`src/visual_servo_speed_profile_defines.svh`:
```
// Assertion macros for the visual servo speed profile block
`ifndef VISUAL_SERVO_SPEED_PROFILE_DEFINES_SVH
`define VISUAL_SERVO_SPEED_PROFILE_DEFINES_SVH
`define VSP_ASSERT_IMPL(label, clk, rst_n, ante, cons) \
    label: assert property (@(posedge clk) disable iff (!rst_n) (ante) |-> (cons)) \
        else $error("vsp assertion failed");
`define VSP_ASSERT_NEXT(label, clk, rst_n, ante, cons) \
    label: assert property (@(posedge clk) disable iff (!rst_n) (ante) |=> (cons)) \
        else $error("vsp assertion failed");
`endif

```
`src/vsp_pkg.sv`:
```
// Package: types, constants and tables of the visual servo speed profile block
`default_nettype none
package vsp_pkg;
    localparam int unsigned CordicStepsDef = 16;
    localparam int unsigned TableLen = 24;
    localparam logic [31:0] InvGain = 32'd652032874;

    typedef enum logic [1:0] {
        ST_MOVING = 2'd0,
        ST_REACHED = 2'd1,
        ST_LOST = 2'd2,
        ST_RSVD = 2'd3
    } t_status;

    typedef enum logic [2:0] {
        CFG_MAX_SPEED = 3'd0,
        CFG_MIN_SPEED = 3'd1,
        CFG_ACCEL = 3'd2,
        CFG_BRAKE = 3'd3,
        CFG_STEP_TIME = 3'd4,
        CFG_LOST = 3'd5
    } t_cfg_idx;

    typedef struct packed {
        logic        cmd;
        logic [11:0] err_x;
        logic [11:0] err_y;
        logic        reading_ok;
        logic [31:0] frame_id;
        logic [15:0] grip_angle;
        logic [31:0] start_x;
        logic [31:0] start_y;
    } t_in;

    typedef struct packed {
        logic [1:0]  status;
        logic [23:0] delta_x;
        logic [23:0] delta_y;
        logic [31:0] pos_x;
        logic [31:0] pos_y;
        logic [15:0] speed_now;
    } t_out;

    function automatic logic [31:0] atan_turn(input logic [4:0] i);
        logic [31:0] r;
        case (i)
            5'd0: r = 32'd536870912;  5'd1: r = 32'd316933406;
            5'd2: r = 32'd167458907;  5'd3: r = 32'd85004756;
            5'd4: r = 32'd42667331;   5'd5: r = 32'd21354465;
            5'd6: r = 32'd10680862;   5'd7: r = 32'd5340245;
            5'd8: r = 32'd2670163;    5'd9: r = 32'd1335087;
            5'd10: r = 32'd667544;    5'd11: r = 32'd333772;
            5'd12: r = 32'd166886;    5'd13: r = 32'd83443;
            5'd14: r = 32'd41721;     5'd15: r = 32'd20860;
            5'd16: r = 32'd10430;     5'd17: r = 32'd5215;
            5'd18: r = 32'd2607;      5'd19: r = 32'd1303;
            5'd20: r = 32'd651;       5'd21: r = 32'd325;
            5'd22: r = 32'd162;       5'd23: r = 32'd81;
            default: r = 32'd0;
        endcase
        return r;
    endfunction
endpackage
`default_nettype wire

```
`src/vsp_if.sv`:
```
// Valid/ready stream interface carrying one payload
`default_nettype none
interface vsp_if #(parameter type T = logic) ();
    logic valid;
    logic ready;
    T     data;
    modport source(output valid, output data, input ready);
    modport sink(input valid, input data, output ready);
endinterface
`default_nettype wire

```
`src/visual_servo_speed_profile.sv`:
```
// Top level: speed profile, frame tracking and CORDIC travel resolution
// A start item goes straight to the output register. A step item runs up to three serial
// products, then CORDIC vectoring and rotation unless it stops or is lost. The CORDIC step
// count is CORDIC_STEPS, capped at 24. Throughput: one item at a time; the serial multiplier
// and the shared CORDIC set it. A result register frees the unit once stored.
// Reset is synchronous, active low; it loads register defaults and clears state.
`default_nettype none
`include "visual_servo_speed_profile_defines.svh"
module visual_servo_speed_profile #(
    parameter int unsigned CORDIC_STEPS = vsp_pkg::CordicStepsDef
) (
    input  wire logic  i_clk,
    input  wire logic  i_rst_n,
    input  wire logic  i_cfg_we,
    input  wire logic [2:0]  i_cfg_idx,
    input  wire logic [15:0] i_cfg_data,
    vsp_if.sink   s_in,
    vsp_if.source m_out
);
    typedef enum logic [8:0] {
        S_IDLE = 9'b000000001, S_MUL1 = 9'b000000010, S_MUL2 = 9'b000000100,
        S_MUL3 = 9'b000001000, S_DEC  = 9'b000010000, S_VEC  = 9'b000100000,
        S_ROT  = 9'b001000000, S_FIN  = 9'b010000000, S_OUT  = 9'b100000000
    } t_state;

    t_state r_st;
    vsp_pkg::t_in  r_in;
    vsp_pkg::t_out r_out;
    logic r_ov;

    logic [15:0] r_max, r_min, r_acc, r_tim;
    logic [10:0] r_brk;
    logic [7:0]  r_lost;
    logic [15:0] r_speed;
    logic        r_brake, r_first, r_reached;
    logic [7:0]  r_miss;
    logic [31:0] r_last;
    logic signed [31:0] r_px, r_py;

    logic [63:0] r_vt, r_at;
    logic signed [63:0] r_s;
    logic [1:0]  r_stat;
    logic        r_mv;

    logic        mul_go, mul_done;
    logic [31:0] mul_a, mul_b;
    logic [63:0] mul_p;
    logic        cor_go, cor_vec, cor_done;
    logic [63:0] cor_x, cor_y, cox, coy;
    logic [31:0] cor_z, coz;

    vsp_sermul #(.AW(32), .BW(32)) u_mul (
        .i_clk(i_clk), .i_rst_n(i_rst_n), .i_start(mul_go), .i_a(mul_a), .i_b(mul_b),
        .o_done(mul_done), .o_p(mul_p));
    vsp_cordic #(.STEPS(CORDIC_STEPS), .W(64)) u_cor (
        .i_clk(i_clk), .i_rst_n(i_rst_n), .i_start(cor_go), .i_vec(cor_vec),
        .i_x(cor_x), .i_y(cor_y), .i_z(cor_z),
        .o_done(cor_done), .o_x(cox), .o_y(coy), .o_z(coz));

    assign s_in.ready = (r_st == S_IDLE);
    assign m_out.valid = r_ov;
    assign m_out.data = r_out;

    logic signed [12:0] ex, ey, aex, aey;
    logic signed [16:0] dv;
    logic signed [63:0] s_t, rx, ry;
    logic signed [32:0] sx, sy;
    logic [31:0] dir_w, rot_d;
    logic signed [31:0] rot_s;
    logic signed [23:0] dx, dy;
    logic [7:0] miss_n;

    function automatic logic signed [23:0] rnd24(input logic signed [63:0] v);
        logic signed [63:0] t;
        t = (v + 64'sd536870912) >>> 30;
        if (t > 64'sd8388607) return 24'sh7fffff;
        if (t < -64'sd8388608) return 24'sh800000;
        return t[23:0];
    endfunction

    function automatic logic signed [31:0] sat32(input logic signed [32:0] v);
        if (v > 33'sd2147483647) return 32'sh7fffffff;
        if (v < -33'sd2147483648) return 32'sh80000000;
        return v[31:0];
    endfunction

    always_comb begin
        ex = {r_in.err_x[11], r_in.err_x};
        ey = {r_in.err_y[11], r_in.err_y};
        aex = ex[12] ? -ex : ex;
        aey = ey[12] ? -ey : ey;
        dv = 17'((r_at + 64'h8000) >> 16);
        mul_go = 1'b0; mul_a = '0; mul_b = '0;
        case (r_st)
            S_IDLE: begin mul_a = {16'd0, r_speed}; mul_b = {16'd0, r_tim}; end
            S_MUL1: begin mul_a = {16'd0, r_acc}; mul_b = {16'd0, r_tim}; end
            S_MUL2: begin mul_a = mul_p[31:0]; mul_b = {16'd0, r_tim}; end
            default: begin mul_a = '0; mul_b = '0; end
        endcase
        mul_go = (s_in.valid && s_in.ready && s_in.data.cmd && s_in.data.reading_ok)
            || (mul_done && (r_st == S_MUL1 || r_st == S_MUL2));
        s_t = (r_s + 64'sd268435456) >>> 29;
        dir_w = ((ey == 0 && ex == 0) ? 32'h80000000 : coz) + {r_in.grip_angle, 16'd0};
        rot_d = dir_w;
        rot_s = s_t[31:0];
        if (dir_w[31] != dir_w[30]) begin
            rot_s = -s_t[31:0];
            rot_d = dir_w - 32'h80000000;
        end
        cor_go = 1'b0; cor_vec = 1'b0; cor_x = '0; cor_y = '0; cor_z = '0;
        if (r_st == S_DEC && r_mv) begin
            cor_go = 1'b1; cor_vec = 1'b1;
            cor_x = (-64'(ey)) <<< 16;
            cor_y = (-64'(ex)) <<< 16;
            if (ey > 0) begin
                cor_x = 64'(ey) <<< 16; cor_y = 64'(ex) <<< 16; cor_z = 32'h80000000;
            end
        end else if (r_st == S_VEC && cor_done) begin
            cor_go = 1'b1;
            cor_x = rot_s * $signed(vsp_pkg::InvGain);
            cor_z = rot_d;
        end
        rx = $signed(cox); ry = $signed(coy);
        dx = rnd24(rx); dy = rnd24(ry);
        sx = 33'(r_px) + 33'(dx); sy = 33'(r_py) + 33'(dy);
        miss_n = r_miss;
        if (r_first) miss_n = '0;
        else if (r_last == r_in.frame_id) miss_n = (r_miss == 8'hff) ? r_miss : r_miss + 1'b1;
        else miss_n = '0;
    end

    always_ff @(posedge i_clk) begin
        if (!i_rst_n) begin
            r_st <= S_IDLE; r_ov <= 1'b0;
            r_max <= 16'd6554; r_min <= 16'd655; r_acc <= 16'd13107;
            r_brk <= 11'd40; r_tim <= 16'd1311; r_lost <= 8'd10;
            r_speed <= '0; r_brake <= 1'b0; r_first <= 1'b1; r_reached <= 1'b0;
            r_miss <= '0; r_last <= '0; r_px <= '0; r_py <= '0;
        end else begin
            if (m_out.valid && m_out.ready && r_st != S_OUT) r_ov <= 1'b0;
            if (i_cfg_we) begin
                case (i_cfg_idx)
                    vsp_pkg::CFG_MAX_SPEED: r_max <= i_cfg_data;
                    vsp_pkg::CFG_MIN_SPEED: r_min <= i_cfg_data;
                    vsp_pkg::CFG_ACCEL:     r_acc <= i_cfg_data;
                    vsp_pkg::CFG_BRAKE:     r_brk <= i_cfg_data[10:0];
                    vsp_pkg::CFG_STEP_TIME: r_tim <= i_cfg_data;
                    vsp_pkg::CFG_LOST:      r_lost <= i_cfg_data[7:0];
                    default: ;
                endcase
            end
            case (r_st)
                S_IDLE: if (s_in.valid) begin
                    r_in <= s_in.data;
                    r_s <= '0; r_stat <= vsp_pkg::ST_MOVING; r_mv <= s_in.data.cmd;
                    if (!s_in.data.cmd) begin
                        r_px <= $signed(s_in.data.start_x);
                        r_py <= $signed(s_in.data.start_y);
                        r_st <= S_OUT;
                    end else if (s_in.data.reading_ok) begin
                        r_st <= S_MUL1;
                    end else begin
                        r_first <= 1'b1;
                        r_st <= S_FIN;
                    end
                end
                S_MUL1: if (mul_done) begin r_vt <= mul_p; r_st <= S_MUL2; end
                S_MUL2: if (mul_done) begin r_at <= mul_p; r_st <= S_MUL3; end
                S_MUL3: if (mul_done) begin
                    if ((aex < 13'(r_brk) && aey < 13'(r_brk)) || r_brake) begin
                        if (r_speed <= r_min) begin
                            r_brake <= 1'b0; r_reached <= 1'b1;
                            r_stat <= vsp_pkg::ST_REACHED; r_mv <= 1'b0;
                            r_st <= S_OUT;
                        end else begin
                            r_brake <= 1'b1;
                            r_s <= $signed(r_vt << 17) - $signed(mul_p);
                            r_speed <= ($signed({1'b0, r_speed}) - dv < $signed({1'b0, r_min}))
                                ? r_min : 16'($signed({1'b0, r_speed}) - dv);
                            r_st <= S_FIN;
                        end
                    end else begin
                        if (r_speed < r_max) begin
                            r_s <= $signed(r_vt << 17) + $signed(mul_p);
                            r_speed <= (17'(r_speed) + 17'(dv) > 17'(r_max))
                                ? r_max : 16'(17'(r_speed) + 17'(dv));
                        end else begin
                            r_s <= $signed(r_vt << 17);
                        end
                        r_st <= S_FIN;
                    end
                end
                S_FIN: begin
                    r_last <= r_in.frame_id;
                    if (miss_n > r_lost) begin
                        r_first <= 1'b1; r_miss <= '0;
                        r_stat <= vsp_pkg::ST_LOST; r_mv <= 1'b0;
                        r_st <= S_OUT;
                    end else begin
                        r_first <= 1'b0;
                        r_miss <= miss_n;
                        r_st <= S_DEC;
                    end
                end
                S_DEC: r_st <= S_VEC;
                S_VEC: if (cor_done) begin
                    r_st <= S_ROT;
                end
                S_ROT: if (cor_done) begin
                    r_px <= sat32(sx); r_py <= sat32(sy);
                    r_st <= S_OUT;
                end
                S_OUT: if (!r_ov || m_out.ready) begin
                    r_out.status <= r_stat;
                    r_out.delta_x <= r_mv ? dx : '0;
                    r_out.delta_y <= r_mv ? dy : '0;
                    r_out.pos_x <= r_px; r_out.pos_y <= r_py;
                    r_out.speed_now <= r_speed;
                    r_ov <= 1'b1;
                    r_st <= S_IDLE;
                end
                default: r_st <= S_IDLE;
            endcase
        end
    end

    `VSP_ASSERT_IMPL(a_ready_idle, i_clk, i_rst_n, s_in.ready, r_st == S_IDLE)
    `VSP_ASSERT_NEXT(a_out_hold, i_clk, i_rst_n, r_ov && !m_out.ready, r_ov)
    `VSP_ASSERT_IMPL(a_stat_ok, i_clk, i_rst_n, r_ov, r_out.status != vsp_pkg::ST_RSVD)
endmodule
`default_nettype wire

```
`src/vsp_sermul.sv`:
```
// Shift-and-add multiplier, one multiplier bit per cycle
`default_nettype none
module vsp_sermul #(
    parameter int unsigned AW = 32,
    parameter int unsigned BW = 32
) (
    input  wire logic                 i_clk,
    input  wire logic                 i_rst_n,
    input  wire logic                 i_start,
    input  wire logic [AW-1:0]        i_a,
    input  wire logic [BW-1:0]        i_b,
    output logic                      o_done,
    output logic [AW+BW-1:0]          o_p
);
    localparam int unsigned CW = $clog2(BW + 1);
    logic [AW+BW-1:0] r_acc, n_acc;
    logic [AW+BW-1:0] r_a;
    logic [BW-1:0]    r_b;
    logic [CW-1:0]    r_cnt;
    logic             r_busy;

    always_comb begin
        n_acc = r_acc;
        if (r_b[0]) begin
            n_acc = r_acc + r_a;
        end
    end

    always_ff @(posedge i_clk) begin
        if (!i_rst_n) begin
            r_busy <= 1'b0;
            r_cnt  <= '0;
            o_done <= 1'b0;
        end else begin
            o_done <= !i_start && r_busy && (r_cnt == CW'(BW - 1));
            if (i_start) begin
                r_busy <= 1'b1;
                r_cnt  <= '0;
            end else if (r_busy) begin
                if (r_cnt == CW'(BW - 1)) begin
                    r_busy <= 1'b0;
                end
                r_cnt <= r_cnt + 1'b1;
            end
        end
    end

    always_ff @(posedge i_clk) begin
        if (i_start) begin
            r_acc <= '0;
            r_a   <= (AW+BW)'(i_a);
            r_b   <= i_b;
        end else if (r_busy) begin
            r_acc <= n_acc;
            r_a   <= {r_a[AW+BW-2:0], 1'b0};
            r_b   <= {1'b0, r_b[BW-1:1]};
        end
    end

    assign o_p = r_acc;
endmodule
`default_nettype wire

```
`src/vsp_cordic.sv`:
```
// Iterative CORDIC, one micro-rotation per cycle, vectoring or rotation mode
`default_nettype none
module vsp_cordic #(
    parameter int unsigned STEPS = 16,
    parameter int unsigned W = 64
) (
    input  wire logic          i_clk,
    input  wire logic          i_rst_n,
    input  wire logic          i_start,
    input  wire logic          i_vec,
    input  wire logic [W-1:0]  i_x,
    input  wire logic [W-1:0]  i_y,
    input  wire logic [31:0]   i_z,
    output logic               o_done,
    output logic [W-1:0]       o_x,
    output logic [W-1:0]       o_y,
    output logic [31:0]        o_z
);
    localparam int unsigned N = (STEPS > vsp_pkg::TableLen) ? vsp_pkg::TableLen : STEPS;
    logic signed [W-1:0] r_x, r_y, n_x, n_y;
    logic [31:0] r_z, n_z;
    logic [4:0]  r_i;
    logic        r_busy, r_vec, pos;

    always_comb begin
        pos = r_vec ? ($signed(r_y) > 0) : !r_z[31];
        if (pos == r_vec) begin
            n_x = r_x + (r_y >>> r_i);
            n_y = r_y - (r_x >>> r_i);
        end else begin
            n_x = r_x - (r_y >>> r_i);
            n_y = r_y + (r_x >>> r_i);
        end
        if (pos) begin
            n_z = r_vec ? r_z + vsp_pkg::atan_turn(r_i) : r_z - vsp_pkg::atan_turn(r_i);
        end else begin
            n_z = r_vec ? r_z - vsp_pkg::atan_turn(r_i) : r_z + vsp_pkg::atan_turn(r_i);
        end
    end

    always_ff @(posedge i_clk) begin
        if (!i_rst_n) begin
            r_busy <= 1'b0;
            o_done <= 1'b0;
            r_i    <= '0;
        end else begin
            o_done <= !i_start && r_busy && (r_i == 5'(N - 1));
            if (i_start) begin
                r_busy <= 1'b1;
                r_i    <= '0;
            end else if (r_busy) begin
                r_i <= r_i + 1'b1;
                if (r_i == 5'(N - 1)) begin
                    r_busy <= 1'b0;
                end
            end
        end
    end

    always_ff @(posedge i_clk) begin
        if (i_start) begin
            r_x <= i_x; r_y <= i_y; r_z <= i_z; r_vec <= i_vec;
        end else if (r_busy) begin
            r_x <= n_x; r_y <= n_y; r_z <= n_z;
        end
    end

    assign o_x = r_x;
    assign o_y = r_y;
    assign o_z = r_z;
endmodule
`default_nettype wire

```
`src/flat_wrapper.sv`:
```
// flat-port wrapper written by rule: the top's interface ports become plain ports
module visual_servo_speed_profile_flat import vsp_pkg::*;
#(
    parameter int unsigned CORDIC_STEPS = vsp_pkg::CordicStepsDef
)
  (i_clk, i_rst_n, i_cfg_we, i_cfg_idx, i_cfg_data, s_in_valid, s_in_data, s_in_ready, m_out_valid, m_out_data, m_out_ready);
  vsp_if #(.T(t_in)) s_in_i ();
  vsp_if #(.T(t_out)) m_out_i ();
  input  wire logic i_clk;
  input  wire logic i_rst_n;
  input  wire logic i_cfg_we;
  input  wire logic [2:0] i_cfg_idx;
  input  wire logic [15:0] i_cfg_data;
  input wire logic [$bits(s_in_i.valid)-1:0] s_in_valid;
  input wire logic [$bits(s_in_i.data)-1:0] s_in_data;
  output wire logic [$bits(s_in_i.ready)-1:0] s_in_ready;
  output wire logic [$bits(m_out_i.valid)-1:0] m_out_valid;
  output wire logic [$bits(m_out_i.data)-1:0] m_out_data;
  input wire logic [$bits(m_out_i.ready)-1:0] m_out_ready;
  assign s_in_i.valid = s_in_valid;
  assign s_in_i.data = s_in_data;
  assign s_in_ready = s_in_i.ready;
  assign m_out_valid = m_out_i.valid;
  assign m_out_data = m_out_i.data;
  assign m_out_i.ready = m_out_ready;
  visual_servo_speed_profile #(.CORDIC_STEPS(CORDIC_STEPS)) u_core (.i_clk(i_clk), .i_rst_n(i_rst_n), .i_cfg_we(i_cfg_we), .i_cfg_idx(i_cfg_idx), .i_cfg_data(i_cfg_data), .s_in(s_in_i), .m_out(m_out_i));
endmodule
```
`config.mk`:
```
export PLATFORM = sky130hd
export DESIGN_NAME = visual_servo_speed_profile_flat
export DESIGN_NICKNAME = d
export VERILOG_FILES = /design/src/vsp_pkg.sv /design/src/vsp_if.sv /design/src/visual_servo_speed_profile.sv /design/src/vsp_sermul.sv /design/src/vsp_cordic.sv /design/src/flat_wrapper.sv
export VERILOG_INCLUDE_DIRS = /design/src /design/src/src
export SDC_FILE = /design/constraint.sdc
export NUM_CORES = 2
export LEC_CHECK = 0
export BUFFER_PORTS_ARGS = -buffer_cell sky130_fd_sc_hd__buf_2
export CAP_MARGIN = 20
export CORE_MARGIN = 2
export CORE_UTILIZATION = 45
export CTS_BUF_LIST = sky130_fd_sc_hd__clkbuf_2
export DETAILED_ROUTE_END_ITERATION = 12
export REMOVE_ABC_BUFFERS = 1
export SLEW_MARGIN = 20
export SYNTH_ARGS = -nofsm -noshare
export SYNTH_HDL_FRONTEND = slang
export SYNTH_SLANG_ARGS = --single-unit
```
`constraint.sdc`:
```
create_clock -name i_clk -period 33.5 [get_ports i_clk]
set_clock_uncertainty 0.05 [all_clocks]
set_input_delay 8.375 -clock i_clk [delete_from_list [all_inputs] [get_ports i_clk]]
set_output_delay 8.375 -clock i_clk [all_outputs]
set_load 0.01 [all_outputs]
```
==> results.py <==
metrics = {
    "status": {
        "status": "finished clean",
    },
    "floorplan": {
        "start_util_pct": 45.4,
        "die_area_um2": 213000,
        "ios": 294,
        "die-height_um": 462,
        "die_x_um": 462,
        "core_um2": 208000,
        "rows": 167,
    },
    "clocking": {
        "clk-insertion-delay-late_ns": 2.03,
        "cts_setup_buffers": 0,
        "cts_made_buffers": 235,
        "clk_path_buf_depth": 3,
        "path_clk_slew_ns": 0.12,
        "cts_sinks": 859,
        "ctsResizeCount": 0,
        "ctsHtreeMaxLevel": 4,
        "clockRootBuffer": "clkbuf_2",
        "cts_tree": "yes",
        "ctsHoldBuffers": 0,
    },
    "place": {
        "io_buffers": 293,
        "place_ws_ns": 17.85,
        "place_inst": 13400,
        "post-dp-hpwl_um": 270000,
        "post_dp_cell_area_um2": 98000,
        "place_congestion": 0.990,
    },
    "critical_path": {
        "critPathMaxFanout": 39,
        "required_ns": 34.99,
        "rrSetupSlack_ns": 17.56,
        "cp.arrival_ns": 17.43,
        "crit_type": "reg2reg",
        "cpPeakStageDelay_ns": 0.96,
        "critPathLaunch": "u_core.ey[0]",
        "worstRegToRegCells": 53,
        "crit_slowest_cell": "xnor2_1",
        "path_common_cell": "inv_1",
        "cp_top_family": "adder cells",
        "startpoint_type": "register",
        "r2r_start": "u_core.ey[0]",
        "r2r_end": "u_core.u_cor.o_x[63]",
        "path_buf_inv": 9,
        "critPathCaptureType": "register",
    },
    "min_path": {
        "whs_endpoint": "u_core.m_out.data[29]",
        "hp-class": "reg2reg",
        "holdCritStartpoint": "u_core.r_py[13]",
        "holdPathStages": 0,
    },
    "detailed_routing": {
        "antenna_left": 0,
        "dr.pass1.iters": 8,
        "drc_errors": 0,
        "wl_met2_um": 156000,
        "wl_met1_um": 147000,
        "met3_length_um": 25300,
        "drt_iter0_markers": 8095,
        "totalWireLength_um": 343000,
        "num_vias": 83000,
        "topRoutingLayerUsed": "met5",
        "routedWlPerCell_um": 24.7,
        "viasPerCell": 5.98,
    },
    "finish": {
        "final_cells": 13900,
        "fin_nets": 12400,
        "drive_gt1_share_pct": 10.6,
        "stdcell_area_um2": 101000,
        "area_growth_pct": 6.65,
    },
    "timing": {
        "worstMarginPinSlew_ns": 1.25,
        "hold_viol": 0,
        "rsz0062_at_grt": "no",
        "setup_viol": 0,
        "fin_setup_tns_ns": 0,
        "fin_crit_sh_pct": 47.6,
        "period_needed_ns": 15.94,
        "drv_slew": 0,
        "slew_headroom_pct": 16.8,
        "layout_setup_ws_ns": 17.56,
        "fmax_mhz": 62.8,
    },
    "synthesis": {
        "synth_common_cells": "nand2_1 (1138), inv_1 (941), ha_1 (919), a21oi_1 (799), nor2_1 (686)",
        "synth_top_area_cell": "edfxtp_1",
        "postSynthAreaPerCell_um2": 8.74,
        "synth_enable_flop_cells": 509,
        "synth.area.top_cells": "edfxtp_1 (16%), ha_1 (12%), fa_1 (8.9%)",
        "synth.most_common_cell": "nand2_1",
        "synth.yosys.seq_area_share_pct": 23.7,
        "async_flop_share_pct": 0,
        "synth_cell_types": 109,
        "synth_flop_cell": "edfxtp_1",
        "ys_warn_count": 0,
        "syn_area_um2": 94300,
        "netlist_instances": 10800,
        "yosysTopAreaCellShare_pct": 16.2,
        "ys_seq_elements": 859,
    },
    "grt": {
        "first_global_vias": 81100,
        "grt_overflow": 0,
        "track_usage_pct": 31.5,
        "grt_pass1_wl_um": 513000,
        "antenna_found_initial": 22,
        "grt_max_degree": 96,
    },
    "job": {
        "max-cap-violations": 0,
    },
}
layout by cell type, fill, tap and decap left out, types with 288 or more instances in the layout:
cell type  synthesis  routed
a21o_1           289     288
a21oi_1          799     798
buf_2             46     292
clkbuf_2           0     365
dfxtp_1          350     344
edfxtp_1         509     509
fa_1             419     419
ha_1             919     919
inv_1            941     938
nand2_1         1138    1136
nor2_1           686     679
o21ai_0          644     643
xnor2_1          472     467
xor2_1           377     377
flip-flops by register name, indices dropped and copies added, names as in the netlist, 11 cells and up, named ones only:
| name | count |
|---|---|
| u_core.r_max | 16 |
| u_core.r_speed | 16 |
| u_core.r_brk | 11 |
| u_core.u_mul.o_p | 61 |
| u_core.r_in | 48 |
| u_core.ex | 12 |
| u_core.u_cor.o_x | 64 |
| u_core.r_min | 16 |
| u_core.m_out.data | 130 |
| u_core.r_last | 32 |
| u_core.u_mul.r_a | 61 |
| u_core.r_s | 33 |
| u_core.ey | 12 |
| u_core.u_cor.o_z | 32 |
| u_core.r_px | 32 |
| u_core.r_py | 32 |
| u_core.r_at | 18 |
| u_core.u_cor.o_y | 64 |
| u_core.r_tim | 16 |
| u_core.r_vt | 44 |
| u_core.r_acc | 16 |
| u_core.u_mul.r_b | 16 |
area by class of cell:
type / count / area, um^2
clock buffer: 365 / 1830
clock inverter: 75 / 626
antenna: 19 / 47.5
inverter: 947 / 3560
fill: 20400 / 107000
sequential: 859 / 22300
timing repair buffer: 412 / 2390
tap: 2788 / 3490
multi-input combinational: 8430 / 66300
layer usage:
layer  vias up  GRT usage [%]
li1      38700              -
met1     40100           42.0
met2      3502           50.8
met3       746           5.18
met4        18           12.9
met5         -              0
worst max-delay path by stage:
stage	to	slack, ns	cells past startpoint
floorplan	u_core.u_cor.o_x[61]	15.93	47
finish	u_core.u_cor.o_x[63]	17.56	53
global placement	u_core.u_cor.o_x[62]	18.20	53
detailed placement	u_core.u_cor.o_x[51]	17.85	56
CTS	u_core.u_cor.o_x[63]	17.63	53
global route	u_core.u_cor.o_x[61]	16.74	55
cells by family (layout without fill, tap and decap cells):
| family | Yosys count | in the layout | share of synthesized area [%] |
|---|---|---|---|
| simple gates | 2953 | 2953 | 14.6 |
| mux | 463 | 463 | 7.51 |
| xor+xnor | 849 | 849 | 7.89 |
| flops | 859 | 859 | 23.7 |
| other cells | 0 | 19 | 0 |
| fa+ha+maj | 1356 | 1356 | 21.3 |
| buf+inv | 1492 | 1799 | 6.26 |
| compound gates | 2809 | 2809 | 18.8 |
worst register-to-register path, delay by kind of cell, from the launching register on:
kind / cells / cell delay [ns]
buffers and inverters: 9 / 1.06
AO/OA/AOI/OAI: 16 / 4.08
AND/OR/NAND/NOR: 12 / 3.31
flip-flops: 1 / 0.43
adder cells (fa/ha/maj): 12 / 5.01
multiplexers: 1 / 0.17
XOR/XNOR: 3 / 1.32
through the flow:
step,hold WS [ns],utilization [%]
final,0.393,48.4
after global routing,0.403,48.4
after CTS,0.394,48.3
after detailed placement,0.357,47.2
after global placement,0.371,47.2
after floorplan,0.350,-
Power is not shown: default switching activity piles up to over one toggle a cycle in this logic, so the estimate is an artifact.
